===== config.mk =====
export PLATFORM = sky130hd
export DESIGN_NAME = morse_lamp_keyer_and_button_decoder_unit
export DESIGN_NICKNAME = d
export VERILOG_FILES = /design/src/hw/rtl/mlkbd_pkg.sv /design/src/hw/rtl/morse_lamp_keyer_and_button_decoder_unit.sv /design/src/hw/rtl/mlkbd_core.sv
export SDC_FILE = /design/constraint.sdc
export NUM_CORES = 1
export LEC_CHECK = 0
export BUFFER_PORTS_ARGS = -buffer_cell sky130_fd_sc_hd__buf_4
export CORE_MARGIN = 5
export CORE_UTILIZATION = 30
export DETAILED_ROUTE_END_ITERATION = 10
export HOLD_SLACK_MARGIN = 0.02
export SLEW_MARGIN = 20
export SYNTH_ARGS = -nofsm -noshare
export SYNTH_HDL_FRONTEND = slang
export SYNTH_SLANG_ARGS = --single-unit

===== constraint.sdc =====
create_clock -name clock -period 10.7 [get_ports clock]
set_input_delay 0 -clock clock [delete_from_list [all_inputs] [get_ports clock]]
set_output_delay 0 -clock clock [all_outputs]
set_load 0.05 [all_outputs]

===== src/hw/rtl/mlkbd_pkg.sv =====
// ============================================================================
// mlkbd_pkg
// Shared types, register indexes and the Morse symbol table for the lamp
// keyer and button decoder.
// ============================================================================
package mlkbd_pkg;

   localparam int CFG_W     = 16;
   localparam int CSR_IDX_W = 3;
   localparam int CHAR_W    = 8;
   localparam int TBL_SIZE  = 36;
   localparam int TBL_N_W   = 3;
   localparam int TBL_PAT_W = 10;

   localparam logic [CSR_IDX_W-1:0] CSR_DOT_ON      = 3'd0;
   localparam logic [CSR_IDX_W-1:0] CSR_DASH_ON     = 3'd1;
   localparam logic [CSR_IDX_W-1:0] CSR_GAP         = 3'd2;
   localparam logic [CSR_IDX_W-1:0] CSR_MIN_PRESS   = 3'd3;
   localparam logic [CSR_IDX_W-1:0] CSR_DASH_PRESS  = 3'd4;
   localparam logic [CSR_IDX_W-1:0] CSR_LETTER_GAP  = 3'd5;

   localparam logic [CFG_W-1:0] RST_DOT_ON     = 16'd300;
   localparam logic [CFG_W-1:0] RST_DASH_ON    = 16'd700;
   localparam logic [CFG_W-1:0] RST_GAP        = 16'd300;
   localparam logic [CFG_W-1:0] RST_MIN_PRESS  = 16'd100;
   localparam logic [CFG_W-1:0] RST_DASH_PRESS = 16'd500;
   localparam logic [CFG_W-1:0] RST_LETTER_GAP = 16'd1000;

   localparam logic [CHAR_W-1:0] PLUS_CHAR = 8'h2B;

   typedef struct packed {
      logic [CFG_W-1:0] dot_on_ms;
      logic [CFG_W-1:0] dash_on_ms;
      logic [CFG_W-1:0] gap_ms;
      logic [CFG_W-1:0] min_press_ms;
      logic [CFG_W-1:0] dash_press_ms;
      logic [CFG_W-1:0] letter_gap_ms;
   } cfg_type;

   typedef struct packed {
      logic              lamp_on;
      logic              char_valid;
      logic [CHAR_W-1:0] char_out;
      logic              symbol_error;
   } result_type;

   // element codes: 01 dot, 10 dash, first element in the highest used bits
   typedef struct packed {
      logic [CHAR_W-1:0]    ch;
      logic [TBL_N_W-1:0]   n;
      logic [TBL_PAT_W-1:0] pat;
   } tbl_entry_type;

   typedef struct packed {
      logic                 hit;
      logic [TBL_N_W-1:0]   n;
      logic [TBL_PAT_W-1:0] pat;
   } key_code_type;

   function automatic tbl_entry_type tbl_entry(input logic [5:0] idx);
      tbl_entry_type e;
      case (idx)
         6'd0:  e = '{8'h30, 3'd5, 10'b1010101010};
         6'd1:  e = '{8'h31, 3'd5, 10'b0110101010};
         6'd2:  e = '{8'h32, 3'd5, 10'b0101101010};
         6'd3:  e = '{8'h33, 3'd5, 10'b0101011010};
         6'd4:  e = '{8'h34, 3'd5, 10'b0101010110};
         6'd5:  e = '{8'h35, 3'd5, 10'b0101010101};
         6'd6:  e = '{8'h36, 3'd5, 10'b1001010101};
         6'd7:  e = '{8'h37, 3'd5, 10'b1010010101};
         6'd8:  e = '{8'h38, 3'd5, 10'b1010100101};
         6'd9:  e = '{8'h39, 3'd5, 10'b1010101001};
         6'd10: e = '{8'h41, 3'd2, 10'b0110};
         6'd11: e = '{8'h42, 3'd4, 10'b10010101};
         6'd12: e = '{8'h43, 3'd4, 10'b10011001};
         6'd13: e = '{8'h44, 3'd3, 10'b100101};
         6'd14: e = '{8'h45, 3'd1, 10'b01};
         6'd15: e = '{8'h46, 3'd4, 10'b01011001};
         6'd16: e = '{8'h47, 3'd3, 10'b101001};
         6'd17: e = '{8'h48, 3'd4, 10'b01010101};
         6'd18: e = '{8'h49, 3'd2, 10'b0101};
         6'd19: e = '{8'h4A, 3'd4, 10'b01101010};
         6'd20: e = '{8'h4B, 3'd3, 10'b100110};
         6'd21: e = '{8'h4C, 3'd4, 10'b01100101};
         6'd22: e = '{8'h4D, 3'd2, 10'b1010};
         6'd23: e = '{8'h4E, 3'd2, 10'b1001};
         6'd24: e = '{8'h4F, 3'd3, 10'b101010};
         6'd25: e = '{8'h50, 3'd4, 10'b01101001};
         6'd26: e = '{8'h51, 3'd4, 10'b10100110};
         6'd27: e = '{8'h52, 3'd3, 10'b011001};
         6'd28: e = '{8'h53, 3'd3, 10'b010101};
         6'd29: e = '{8'h54, 3'd1, 10'b10};
         6'd30: e = '{8'h55, 3'd3, 10'b010110};
         6'd31: e = '{8'h56, 3'd4, 10'b01010110};
         6'd32: e = '{8'h57, 3'd3, 10'b011010};
         6'd33: e = '{8'h58, 3'd4, 10'b10010110};
         6'd34: e = '{8'h59, 3'd4, 10'b10011010};
         6'd35: e = '{8'h5A, 3'd4, 10'b10100101};
         default: e = '0;
      endcase
      return e;
   endfunction

   function automatic key_code_type char_to_code(input logic [CHAR_W-1:0] ch);
      key_code_type  r;
      tbl_entry_type e;
      r = '0;
      for (int i = 0; i < TBL_SIZE; i++) begin
         e = tbl_entry(6'(i));
         if (e.ch == ch) begin
            r.hit = 1'b1;
            r.n   = e.n;
            r.pat = e.pat;
         end
      end
      return r;
   endfunction

endpackage


===== src/hw/rtl/morse_lamp_keyer_and_button_decoder_unit.sv =====
// ============================================================================
// morse_lamp_keyer_and_button_decoder_unit
// Morse lamp keyer and button decoder, one item per millisecond tick.
// ============================================================================
// A result is registered and appears on rsp_ in the cycle after its item is accepted.
// Throughput: one item per cycle; the result register lets the next item in
// while a result is being taken, and holds the input off only under stall.
// Reset (synchronous): empties the ring, clears keyer and button state, empties the
// result register and loads the register defaults.
module morse_lamp_keyer_and_button_decoder_unit #(
   parameter int BUFFER_DEPTH = 8,
   parameter int MAX_ELEMENTS = 6,
   parameter int TIMER_BITS   = 16
) (
   input  logic                              clock,
   input  logic                              reset,
   input  logic                              req_tvalid,
   output logic                              req_tready,
   input  logic [15:0]                       req_tdata,  // rx_valid, rx_char[7:0], button_down
   output logic                              rsp_tvalid,
   input  logic                              rsp_tready,
   output logic [15:0]                       rsp_tdata,  // lamp_on, char_valid, char_out[7:0],
                                                         // symbol_error
   input  logic                              csr_we,
   input  logic [mlkbd_pkg::CSR_IDX_W-1:0]   csr_addr,
   input  logic [mlkbd_pkg::CFG_W-1:0]       csr_wdata
);
   import mlkbd_pkg::*;

   cfg_type    cfg_ff;
   result_type res;
   result_type rsp_ff;
   logic       rsp_valid_ff, rsp_valid_in;
   logic       step;

   assign req_tready = !rsp_valid_ff || rsp_tready;
   assign step       = req_tvalid && req_tready;

   always_ff @(posedge clock) begin
      if (reset) begin
         cfg_ff.dot_on_ms     <= RST_DOT_ON;
         cfg_ff.dash_on_ms    <= RST_DASH_ON;
         cfg_ff.gap_ms        <= RST_GAP;
         cfg_ff.min_press_ms  <= RST_MIN_PRESS;
         cfg_ff.dash_press_ms <= RST_DASH_PRESS;
         cfg_ff.letter_gap_ms <= RST_LETTER_GAP;
      end else if (csr_we) begin
         case (csr_addr)
            CSR_DOT_ON:     cfg_ff.dot_on_ms     <= csr_wdata;
            CSR_DASH_ON:    cfg_ff.dash_on_ms    <= csr_wdata;
            CSR_GAP:        cfg_ff.gap_ms        <= csr_wdata;
            CSR_MIN_PRESS:  cfg_ff.min_press_ms  <= csr_wdata;
            CSR_DASH_PRESS: cfg_ff.dash_press_ms <= csr_wdata;
            CSR_LETTER_GAP: cfg_ff.letter_gap_ms <= csr_wdata;
            default: ;
         endcase
      end
   end

   mlkbd_core #(
      .BUFFER_DEPTH (BUFFER_DEPTH),
      .MAX_ELEMENTS (MAX_ELEMENTS),
      .TIMER_BITS   (TIMER_BITS)
   ) u_core (
      .clock       (clock),
      .reset       (reset),
      .step        (step),
      .rx_valid    (req_tdata[0]),
      .rx_char     (req_tdata[8:1]),
      .button_down (req_tdata[9]),
      .cfg         (cfg_ff),
      .res         (res)
   );

   always_comb begin
      if (step) rsp_valid_in = 1'b1;
      else if (rsp_tready) rsp_valid_in = 1'b0;
      else rsp_valid_in = rsp_valid_ff;
   end

   always_ff @(posedge clock) begin
      if (reset) begin
         rsp_valid_ff <= 1'b0;
      end else begin
         rsp_valid_ff <= rsp_valid_in;
      end
   end

   always_ff @(posedge clock) begin
      if (step) rsp_ff <= res;
   end

   assign rsp_tvalid = rsp_valid_ff;
   assign rsp_tdata  = {5'b0, rsp_ff.symbol_error, rsp_ff.char_out,
                        rsp_ff.char_valid, rsp_ff.lamp_on};

endmodule


===== src/hw/rtl/mlkbd_core.sv =====
// ============================================================================
// mlkbd_core
// Character ring, lamp keyer and button timing/decoding; advances one tick
// per accepted item and presents that tick's result combinationally.
// ============================================================================
module mlkbd_core #(
   parameter int BUFFER_DEPTH = 8,
   parameter int MAX_ELEMENTS = 6,
   parameter int TIMER_BITS   = 16
) (
   input  logic                   clock,
   input  logic                   reset,
   input  logic                   step,
   input  logic                   rx_valid,
   input  logic [7:0]             rx_char,
   input  logic                   button_down,
   input  mlkbd_pkg::cfg_type     cfg,
   output mlkbd_pkg::result_type  res
);
   import mlkbd_pkg::*;

   localparam int PW   = (BUFFER_DEPTH > 1) ? $clog2(BUFFER_DEPTH) : 1;
   localparam int FW   = $clog2(BUFFER_DEPTH + 1);
   localparam int CNTW = $clog2(MAX_ELEMENTS + 2);
   localparam int BPW  = 2 * MAX_ELEMENTS;
   localparam int CW   = (TIMER_BITS > CFG_W) ? TIMER_BITS : CFG_W;

   localparam logic [TIMER_BITS-1:0] TMAX      = '1;
   localparam logic [TIMER_BITS-1:0] TONE      = TIMER_BITS'(1);
   localparam logic [PW-1:0]         PTR_LAST  = PW'(BUFFER_DEPTH - 1);
   localparam logic [FW-1:0]         DEPTH_F   = FW'(BUFFER_DEPTH);
   localparam logic [CNTW-1:0]       CNT_MAX   = CNTW'(MAX_ELEMENTS);
   localparam logic [CNTW-1:0]       CNT_OVER  = CNTW'(MAX_ELEMENTS + 1);

   function automatic logic [TIMER_BITS-1:0] sat(input logic [CFG_W-1:0] v);
      if (CW'(v) > CW'(TMAX)) return TMAX;
      else return TIMER_BITS'(v);
   endfunction

   function automatic logic [TIMER_BITS-1:0] limit(input logic [CFG_W-1:0] v);
      if (v == '0) return TONE;
      else return sat(v);
   endfunction

   function automatic logic [TIMER_BITS-1:0] tick_up(input logic [TIMER_BITS-1:0] t);
      if (t == TMAX) return t;
      else return t + TONE;
   endfunction

   function automatic logic [PW-1:0] ptr_next(input logic [PW-1:0] p);
      if (p == PTR_LAST) return '0;
      else return p + PW'(1);
   endfunction

   function automatic logic [7:0] decode(input logic [CNTW-1:0] cnt,
                                         input logic [BPW-1:0] pat);
      logic [7:0]    r;
      tbl_entry_type e;
      r = '0;
      for (int i = 0; i < TBL_SIZE; i++) begin
         e = tbl_entry(6'(i));
         if (cnt == CNTW'(e.n) && pat == BPW'(e.pat)) r = e.ch;
      end
      return r;
   endfunction

   logic [7:0]            ring_ff [BUFFER_DEPTH];
   logic [PW-1:0]         rd_ptr_ff, rd_ptr_in, wr_ptr_ff, wr_ptr_in;
   logic [FW-1:0]         fill_ff, fill_in;
   logic [TBL_PAT_W-1:0]  key_pat_ff, key_pat_in;
   logic [TBL_N_W-1:0]    key_pos_ff, key_pos_in;
   logic                  key_act_ff, key_act_in;
   logic                  lit_ff, lit_in;
   logic                  gap_ff, gap_in;
   logic                  dash_ff, dash_in;
   logic [TIMER_BITS-1:0] lamp_tmr_ff, lamp_tmr_in;
   logic                  held_ff, held_in;
   logic                  wait_ff, wait_in;
   logic [TIMER_BITS-1:0] btn_tmr_ff, btn_tmr_in;
   logic [BPW-1:0]        btn_pat_ff, btn_pat_in;
   logic [CNTW-1:0]       btn_cnt_ff, btn_cnt_in;

   logic                  wr0_en, wr1_en;
   logic [PW-1:0]         wr0_addr, wr1_addr;
   logic [7:0]            wr1_data;

   always_comb begin
      logic                  rx_push;
      logic [7:0]            popped;
      logic [7:0]            ch;
      logic                  got;
      logic                  err;
      key_code_type          kc;
      logic [TBL_N_W-1:0]    pos_m1;
      logic [1:0]            d;
      logic [TIMER_BITS-1:0] lg_thr;
      logic [TIMER_BITS-1:0] dur;

      rd_ptr_in   = rd_ptr_ff;
      wr_ptr_in   = wr_ptr_ff;
      fill_in     = fill_ff;
      key_pat_in  = key_pat_ff;
      key_pos_in  = key_pos_ff;
      key_act_in  = key_act_ff;
      lit_in      = lit_ff;
      gap_in      = gap_ff;
      dash_in     = dash_ff;
      lamp_tmr_in = lamp_tmr_ff;
      held_in     = held_ff;
      wait_in     = wait_ff;
      btn_tmr_in  = btn_tmr_ff;
      btn_pat_in  = btn_pat_ff;
      btn_cnt_in  = btn_cnt_ff;
      got         = 1'b0;
      err         = 1'b0;
      ch          = '0;
      wr1_en      = 1'b0;
      wr1_addr    = wr_ptr_ff;
      wr1_data    = '0;
      kc          = '0;
      pos_m1      = '0;
      d           = '0;
      dur         = '0;

      // received character
      rx_push  = rx_valid && (rx_char != PLUS_CHAR) && (fill_ff < DEPTH_F);
      wr0_en   = rx_push;
      wr0_addr = wr_ptr_ff;
      if (rx_push) begin
         wr_ptr_in = ptr_next(wr_ptr_ff);
         fill_in   = fill_ff + FW'(1);
      end
      popped = (fill_ff == '0) ? rx_char : ring_ff[rd_ptr_ff];

      // lamp timing
      if (lit_ff) begin
         lamp_tmr_in = tick_up(lamp_tmr_ff);
         if (lamp_tmr_in >= limit(dash_ff ? cfg.dash_on_ms : cfg.dot_on_ms)) begin
            lit_in      = 1'b0;
            gap_in      = 1'b1;
            lamp_tmr_in = '0;
         end
      end else if (gap_ff) begin
         lamp_tmr_in = tick_up(lamp_tmr_ff);
         if (lamp_tmr_in >= limit(cfg.gap_ms)) gap_in = 1'b0;
      end
      if (!lit_in && !gap_in) begin
         if (!key_act_in && fill_in != '0) begin
            kc         = char_to_code(popped);
            rd_ptr_in  = ptr_next(rd_ptr_ff);
            fill_in    = fill_in - FW'(1);
            key_act_in = kc.hit;
            if (kc.hit) begin
               key_pat_in = kc.pat;
               key_pos_in = kc.n;
            end
         end
         if (key_act_in && key_pos_in != '0) begin
            pos_m1      = key_pos_in - TBL_N_W'(1);
            d           = key_pat_in[{pos_m1, 1'b0} +: 2];
            key_pos_in  = pos_m1;
            if (pos_m1 == '0) key_act_in = 1'b0;
            dash_in     = (d == 2'b10);
            lit_in      = 1'b1;
            lamp_tmr_in = '0;
         end
      end

      // button: letter gap, then held press, then new press
      lg_thr = sat(cfg.letter_gap_ms);
      if (lg_thr == TMAX) lg_thr = TMAX - TONE;
      if (wait_ff && !button_down) begin
         btn_tmr_in = tick_up(btn_tmr_ff);
         if (btn_tmr_in > lg_thr) begin
            ch = decode(btn_cnt_ff, btn_pat_ff);
            if (ch != '0) begin
               got = 1'b1;
               if (fill_in < DEPTH_F) begin
                  wr1_en    = 1'b1;
                  wr1_addr  = wr_ptr_in;
                  wr1_data  = ch;
                  wr_ptr_in = ptr_next(wr_ptr_in);
                  fill_in   = fill_in + FW'(1);
               end
            end else begin
               err = 1'b1;
            end
            wait_in    = 1'b0;
            btn_pat_in = '0;
            btn_cnt_in = '0;
         end
      end
      if (held_ff) begin
         btn_tmr_in = tick_up(btn_tmr_in);
         if (!button_down) begin
            dur        = btn_tmr_in;
            held_in    = 1'b0;
            wait_in    = 1'b1;
            btn_tmr_in = '0;
            if (dur >= sat(cfg.min_press_ms)) begin
               d = (dur < limit(cfg.dash_press_ms)) ? 2'b01 : 2'b10;
               if (btn_cnt_in < CNT_MAX) begin
                  btn_pat_in = BPW'({btn_pat_in, d});
                  btn_cnt_in = btn_cnt_in + CNTW'(1);
               end else begin
                  btn_cnt_in = CNT_OVER;
               end
            end
         end
      end else if (button_down) begin
         held_in    = 1'b1;
         wait_in    = 1'b0;
         btn_tmr_in = '0;
      end

      res.lamp_on      = lit_in;
      res.char_valid   = got;
      res.char_out     = got ? ch : 8'd0;
      res.symbol_error = err;
   end

   always_ff @(posedge clock) begin
      if (step && wr0_en) ring_ff[wr0_addr] <= rx_char;
      if (step && wr1_en) ring_ff[wr1_addr] <= wr1_data;
   end

   always_ff @(posedge clock) begin
      if (reset) begin
         rd_ptr_ff   <= '0;
         wr_ptr_ff   <= '0;
         fill_ff     <= '0;
         key_pat_ff  <= '0;
         key_pos_ff  <= '0;
         key_act_ff  <= 1'b0;
         lit_ff      <= 1'b0;
         gap_ff      <= 1'b0;
         dash_ff     <= 1'b0;
         lamp_tmr_ff <= '0;
         held_ff     <= 1'b0;
         wait_ff     <= 1'b0;
         btn_tmr_ff  <= '0;
         btn_pat_ff  <= '0;
         btn_cnt_ff  <= '0;
      end else if (step) begin
         rd_ptr_ff   <= rd_ptr_in;
         wr_ptr_ff   <= wr_ptr_in;
         fill_ff     <= fill_in;
         key_pat_ff  <= key_pat_in;
         key_pos_ff  <= key_pos_in;
         key_act_ff  <= key_act_in;
         lit_ff      <= lit_in;
         gap_ff      <= gap_in;
         dash_ff     <= dash_in;
         lamp_tmr_ff <= lamp_tmr_in;
         held_ff     <= held_in;
         wait_ff     <= wait_in;
         btn_tmr_ff  <= btn_tmr_in;
         btn_pat_ff  <= btn_pat_in;
         btn_cnt_ff  <= btn_cnt_in;
      end
   end

endmodule


# ---- Yosys cells after proc, flatten, opt, wreduce, memory -nomap -nowiden
# Memory sizes are Yosys's and may differ from the RTL's. A register that Yosys moved wholly into a read port is not among the register bits.
# Index checks and enable logic that the tools add are counted.
dict set report totals {
  reg_bits 184
  wordCells 579
  in_bits 40
  n_memories 1
  ram_bits 64
  output_inout_bits 18
}
dict set report classes {
  n_mux 333
  magnitude_cmp 13
  n_eq_ne 122
  reduce_logical 72
  shift 1
  addsub 11
}
# memory words width read_ports rd_ports_with_merged_regs write_ports line
set mem_list {}
lappend mem_list {u_core.ring_ff 8 8 1 1 2 mlkbd_core.sv:67} ;# logic [7:0] ring_ff [BUFFER_DEPTH];
# operator n
set op_table {}
lappend op_table {{$mux W21} 144}
lappend op_table {{$mux W16} 35}
lappend op_table {{$mux W14} 38}
lappend op_table {{$eq A12 B10 Y1} 36}
lappend op_table {{$mux W8} 43}
lappend op_table {{$eq A8 B8 Y1} 36}
lappend op_table {{$eq A3 B3 Y1} 36}
lappend op_table {{$gt A16 B16 Y1 const B} 5}
lappend op_table {{$mux W12} 6}
lappend op_table {{$mux W3} 24}
lappend op_table {{$eq A16 B16 Y1 const B} 4}
lappend op_table {{$add A16 B1 Y16 const B} 3}
lappend op_table {{$ge A16 B16 Y1} 3}
lappend op_table {{$logic_not A16 Y1} 3}
lappend op_table {{$logic_and A1 B1 Y1} 45}
lappend op_table {{$mux W1} 32}
lappend op_table {{$mux W10} 3}
lappend op_table {{$mux W4} 7}
lappend op_table {{$gt A16 B16 Y1} 1}
lappend op_table {{$lt A16 B16 Y1} 1}
lappend op_table {{$reduce_and A2 Y1} 8}
lappend op_table {{$eq A3 B3 Y1 const B} 5}
lappend op_table {{$add A3 B1 Y3 const B} 4}
lappend op_table {{$shiftx A10 B5 Y2} 1}
lappend op_table {{other kinds (19)} 29}

# ---- Longest topological paths before layout
dict set report logic_depth {
  depth_word 58
  ltp_mapped 25
  mapped_depth_nobuf 23
}

# ---- Modules after synthesis
# From an unflattened synthesis, not the netlist that was laid out.
dict set report unflattened {
  cells_unflattened 1931
  hier_area_um2 17305.3
}
# mod cells_per_inst seq_area_each_um2 instances area_each_um2
set modules_own_cells {}
lappend modules_own_cells {mlkbd_core 1566 3423.3 1 13171.4}
lappend modules_own_cells {morse_lamp_keyer_and_button_decoder_unit 365 2272.2 1 4134.0}

# ---- Worst setup path before layout
# OpenSTA, ideal clock, no wires.
dict set report synth_timing {
  path_type {register to register}
  startpoint {register u_core.btn_tmr_ff[1]}
  endpoint {register u_core.btn_pat_ff[10]}
  arrival_ps 5193
  n_path_buf 3
  setup_ps 61
  path_stages_with_launch 24
  setup_slack_ps 5446
  required_time_ps 10639
  synth_period_minus_slack_ps 5254
  path_cell_list {dfxtp_1 ha_1 clkbuf_2 nand3_2 or3_1 o21ai_2 buf_2 xnor2_1 ha_1 nand2_1 nor4b_4 a21boi_1 nor2b_1 xnor2_1 ha_1 a21o_1 a21o_1 a2111oi_0 a2111oi_0 o21ai_0 a21oi_1 a311oi_1 clkbuf_1 a22o_1}
}
dict set report synth_via {
  elab_chain_cells 11
  word_cells_on_any_way 20
  cone_classes {add/sub (2); order compare (3); eq/ne (2); mux (13)}
}
# element line
set synth_rtl {}
lappend synth_rtl {{from (decl)} mlkbd_core.sv:79} ;# logic [TIMER_BITS-1:0] btn_tmr_ff, btn_tmr_in;
lappend synth_rtl {{from (signal assigned)} mlkbd_core.sv:257} ;# btn_tmr_ff <= btn_tmr_in;
lappend synth_rtl {{$add A16 B1 Y16 / $eq A16 B16 Y1 (equally long branches)} {mlkbd_core.sv:47, mlkbd_core.sv:46}}
lappend synth_rtl {{$mux W16} mlkbd_core.sv:46} ;# if (t == TMAX) return t;
lappend synth_rtl {{$mux W16} mlkbd_core.sv:172} ;# if (wait_ff && !button_down) begin
lappend synth_rtl {{$mux W16 / $gt A16 B16 Y1 (equally long branches)} {mlkbd_core.sv:172, mlkbd_core.sv:174}}
lappend synth_rtl {{$add A16 B1 Y16, or another cell as far along} mlkbd_core.sv:47} ;# else return t + TONE;
lappend synth_rtl {{$mux W16 / $mux W3 (equally long branches)} {mlkbd_core.sv:46, mlkbd_core.sv:172}}
lappend synth_rtl {{$mux W16 / $lt A3 B3 Y1 (equally long branches)} {mlkbd_core.sv:193, mlkbd_core.sv:202}}
lappend synth_rtl {{$ge A16 B16 Y1 / $mux W12 (equally long branches)} {mlkbd_core.sv:200, mlkbd_core.sv:202}}
lappend synth_rtl {{$mux W12} mlkbd_core.sv:200} ;# if (dur >= sat(cfg.min_press_ms)) begin
lappend synth_rtl {{$mux W12} mlkbd_core.sv:195} ;# if (!button_down) begin
lappend synth_rtl {{$mux W12 *} mlkbd_core.sv:193} ;# if (held_ff) begin
lappend synth_rtl {{to (signal assigned)} mlkbd_core.sv:258} ;# btn_pat_ff <= btn_pat_in;
lappend synth_rtl {{to (decl)} mlkbd_core.sv:80} ;# logic [BPW-1:0] btn_pat_ff, btn_pat_in;
# Mark *: on every way between the ends. The rest lies on a longest branch, timed or not. The select of a mux whose other input is x is not followed.
# A chain may end at the register's enable or synchronous reset.

# ---- Worst setup path after layout
dict set report layout_timing {
  startpoint {register u_core.btn_tmr_ff[0]}
  endpoint {register u_core.btn_pat_ff[10]}
}
# The elaborated chain is that of the path after synthesis.

==> flow_summary.toml <==
[pwr]
irDropWorstVdd_v = 0.000115
power_mw = 3.25
leakage_nw = 6.99
power.density_nw_per_um2 = 172

[layout]
final_area_um2 = 18900
n_fill_cell = 5676
most-common-layout-cells = "nand2_1 (335), dfxtp_1 (184), a21oi_1 (151), nor2_1 (147)"
n_antenna_cell = 0
finalNetCount = 2179
area_growth_pct = 13.6
drive_gt1_share_pct = 8.86
post-route-util_pct = 34.3
final_common_cell = "nand2_1"

[synthesis]
synth-seq-area-share_pct = 34.1
yosys.cell_types.count = 102
avgSynthCellArea_um2 = 8.16
synth-edff-count = 66
ys_warn_count = 0
synth_cells = 2036
synth-seq-cells = 250
netlist_area_um2 = 16600
netlist.area_leader.share_pct = 22.2
synthTopCellsByArea = "dfxtp_1 (22%), edfxtp_1 (12%), nand2_1 (7.6%), ha_1 (7.2%), a21oi_1 (4.6%)"
ys_async_sr_fraction_pct = 0
synth_flop_cell = "dfxtp_1"
yosysTopAreaCell = "dfxtp_1"

[placement]
globalplace.congestion = 0.884
dpl_cell_area_um2 = 17500
portBuffers = 45
hpwl_mm = 34.8
pre_cts_slack_ns = 3.98

[clocking]
clkLatencyLatePin_ns = 0.58
cts_made_buffers = 28
cts_setup_buffers = 0
clk_pin_slew_worst_paths_ns = 0.07
cts.sinks = 250
cts_tree = "built"
cts_root_buf = "clkbuf_16"
cts_htree_levels = 1
clock_tree.buffer_depth = 3

[global_route]
grt_pass1_wl_mm = 78.4
grt_max_degree = 85
grt_util_all_layers_pct = 15.7
grt_antenna_before_repair = 0
grt_pass1_vias = 14500
gr-total-overflow = 0

[floorplan]
start_util_pct = 30.2
die_w_um = 245
die_h_um = 245
ioPinCount = 58
rows = 86
die_area_um2 = 60200
core_um2 = 55000

[setup_path]
r2r_start = "u_core.btn_tmr_ff[0]"
r2r_end = "u_core.btn_pat_ff[10]"
crit_path_start_kind = "flop"
critPathRequiredTime_ns = 11.21
worstPathArrival_ns = 7.36
r2r_slack_ns = 3.85
crit_start = "u_core.btn_tmr_ff[0]"
worstSetupPathType = "reg -> reg"
reg2reg_depth = 21
crit_path_end_kind = "flop"
critPathCapture = "u_core.btn_pat_ff[10]"
cp_max_fo = 14

[timing]
worst_clock_skew_ns = 0.0210
fmaxAchievable_mhz = 146
tightest_slew_ns = 1.14
relSlewSlack_pct = 23.6
drv_slew = 0
setup_slack_ns = 3.85
fin_setup_tns_ns = 0
final-hold-violation-count = 0
finalCriticalPeriod_ns = 6.85
rsz0062_at_grt = "no"
setup_viol = 0
period_share_pct = 64.0

[detailed_routing]
vias = 15100
routed_wl_mm = 49.0
antenna_left = 0
via_per_inst = 5.37
drt-pass1-iter-count = 6
wl_per_cell_um = 17.4
drcViolationCount = 0
initialDrtViolationCount = 1255

[flow_run]
max_cap_violations = 0

[status]
outcome = "complete, no violations"

[min_path]
hold_start = "csr_addr[0]"
hold_class = "in -> reg"
cells in the mapped netlist, types with 7 or more instances:
library cell	count
o21a_1	10
nor4_1	13
o21ai_0	99
clkbuf_1	77
nand3_1	83
mux2_2	13
a221oi_1	10
or3_1	8
nor3_1	50
edfxtp_1	66
o31ai_1	12
nor2_1	148
xor2_1	14
a2bb2oi_1	8
a211o_1	12
o22ai_1	13
dfxtp_1	184
a31oi_1	28
o21ai_1	12
and3_1	10
a211oi_1	18
nand2_1	335
a21o_1	33
and2_1	13
mux2i_1	70
a311oi_1	7
buf_2	25
nor2b_1	19
a21oi_1	151
inv_1	83
or2_2	10
xnor2_1	39
buf_4	9
nand2b_1	29
o211ai_1	7
a22o_1	18
nand4_1	43
ha_1	95
nand3b_1	26
state kept, by name, summed over array words and instances, names as in the netlist, 4 cells and up, named ones only:
| signal | cells |
|---|---|
| u_core.lamp_tmr_ff | 16 |
| u_core.fill_ff | 4 |
| u_core.btn_pat_ff | 12 |
| u_core.btn_tmr_ff | 16 |
| cfg_ff | 96 |
| u_core.ring_ff | 64 |
| u_core.key_pat_ff | 10 |
| rsp_tdata | 10 |
worst min-delay path by stage:
stage,cells past startpoint,to
after floorplan,1,cfg_ff[18]
after global placement,3,rsp_tvalid
after detailed placement,3,rsp_tvalid
after CTS,6,cfg_ff[80]
after global routing,5,cfg_ff[36]
final,5,cfg_ff[44]
layer usage:
metal,part of all wire [%],vias up,global-route usage (%)
li1,-,7377,-
met1,47,7124,22.8
met2,44,530,25.0
met3,6.7,80,2.01
met4,2.1,0,3.22
met5,0,-,0
layout make-up:
| cell class | count | area, um2 | share of cell area (%) |
|---|---|---|---|
| multi-input cells | 1583 | 10100 | 53.4 |
| flip-flops and latches | 250 | 5670 | 30.0 |
| well taps | 748 | 936 | 4.96 |
| repair buffers | 97 | 808 | 4.28 |
| clock buffers | 34 | 774 | 4.11 |
| inverters | 84 | 315 | 1.67 |
| clock inverters | 18 | 288 | 1.53 |
power by group:
group	switching (mW)	internal, mW	total [mW]
Clock	0.428	0.686	1.11
Combinational	0.656	0.388	1.04
Sequential	0.0723	1.02	1.09
Total	1.16	2.10	3.25
worst max-delay path, stage by stage, from the launching register on:
cell,delay (ns)
dfxtp_1,0.54
ha_1,0.38
nand3_2,0.16
or3_1,0.48
o21ai_2,0.59
xnor2_1,0.24
ha_1,0.23
nand2_1,0.18
nor4b_4,0.42
a21boi_1,0.24
nor2b_1,0.20
xnor2_1,0.35
ha_1,0.22
a21o_1,0.10
a21o_1,0.10
a2111oi_0,0.11
a2111oi_0,0.37
o21ai_0,0.14
a21oi_1,0.63
nand3_1,0.25
a21oi_1,0.60
a22o_1,0.24
through the flow:
step	std cells	hold WS, ns
after floorplan	2041	0.118
after global placement	2730	0.246
after detailed placement	2730	0.262
after CTS	2814	0.0626
after global routing	2814	0.0620
final	2814	0.0127
timing repair:
| item | 4_1_cts | 5_1_grt |
|---|---|---|
| endpoints found under the hold margin | 166 | 0 |
| hold buffers | 32 | 0 |
| resized for setup | 0 | 0 |
cell families after synthesis:
| kind of cell | count (synthesis) | synth area share, % |
|---|---|---|
| compound gates | 504 | 20.1 |
| other cells | 1 | 0.0226 |
| buf+inv | 208 | 5.39 |
| flops | 250 | 34.1 |
| fa+ha+maj | 95 | 7.16 |
| simple gates | 832 | 24.4 |
| xor+xnor | 54 | 2.89 |
| mux | 92 | 5.98 |
(Power assumes the default switching activity.)
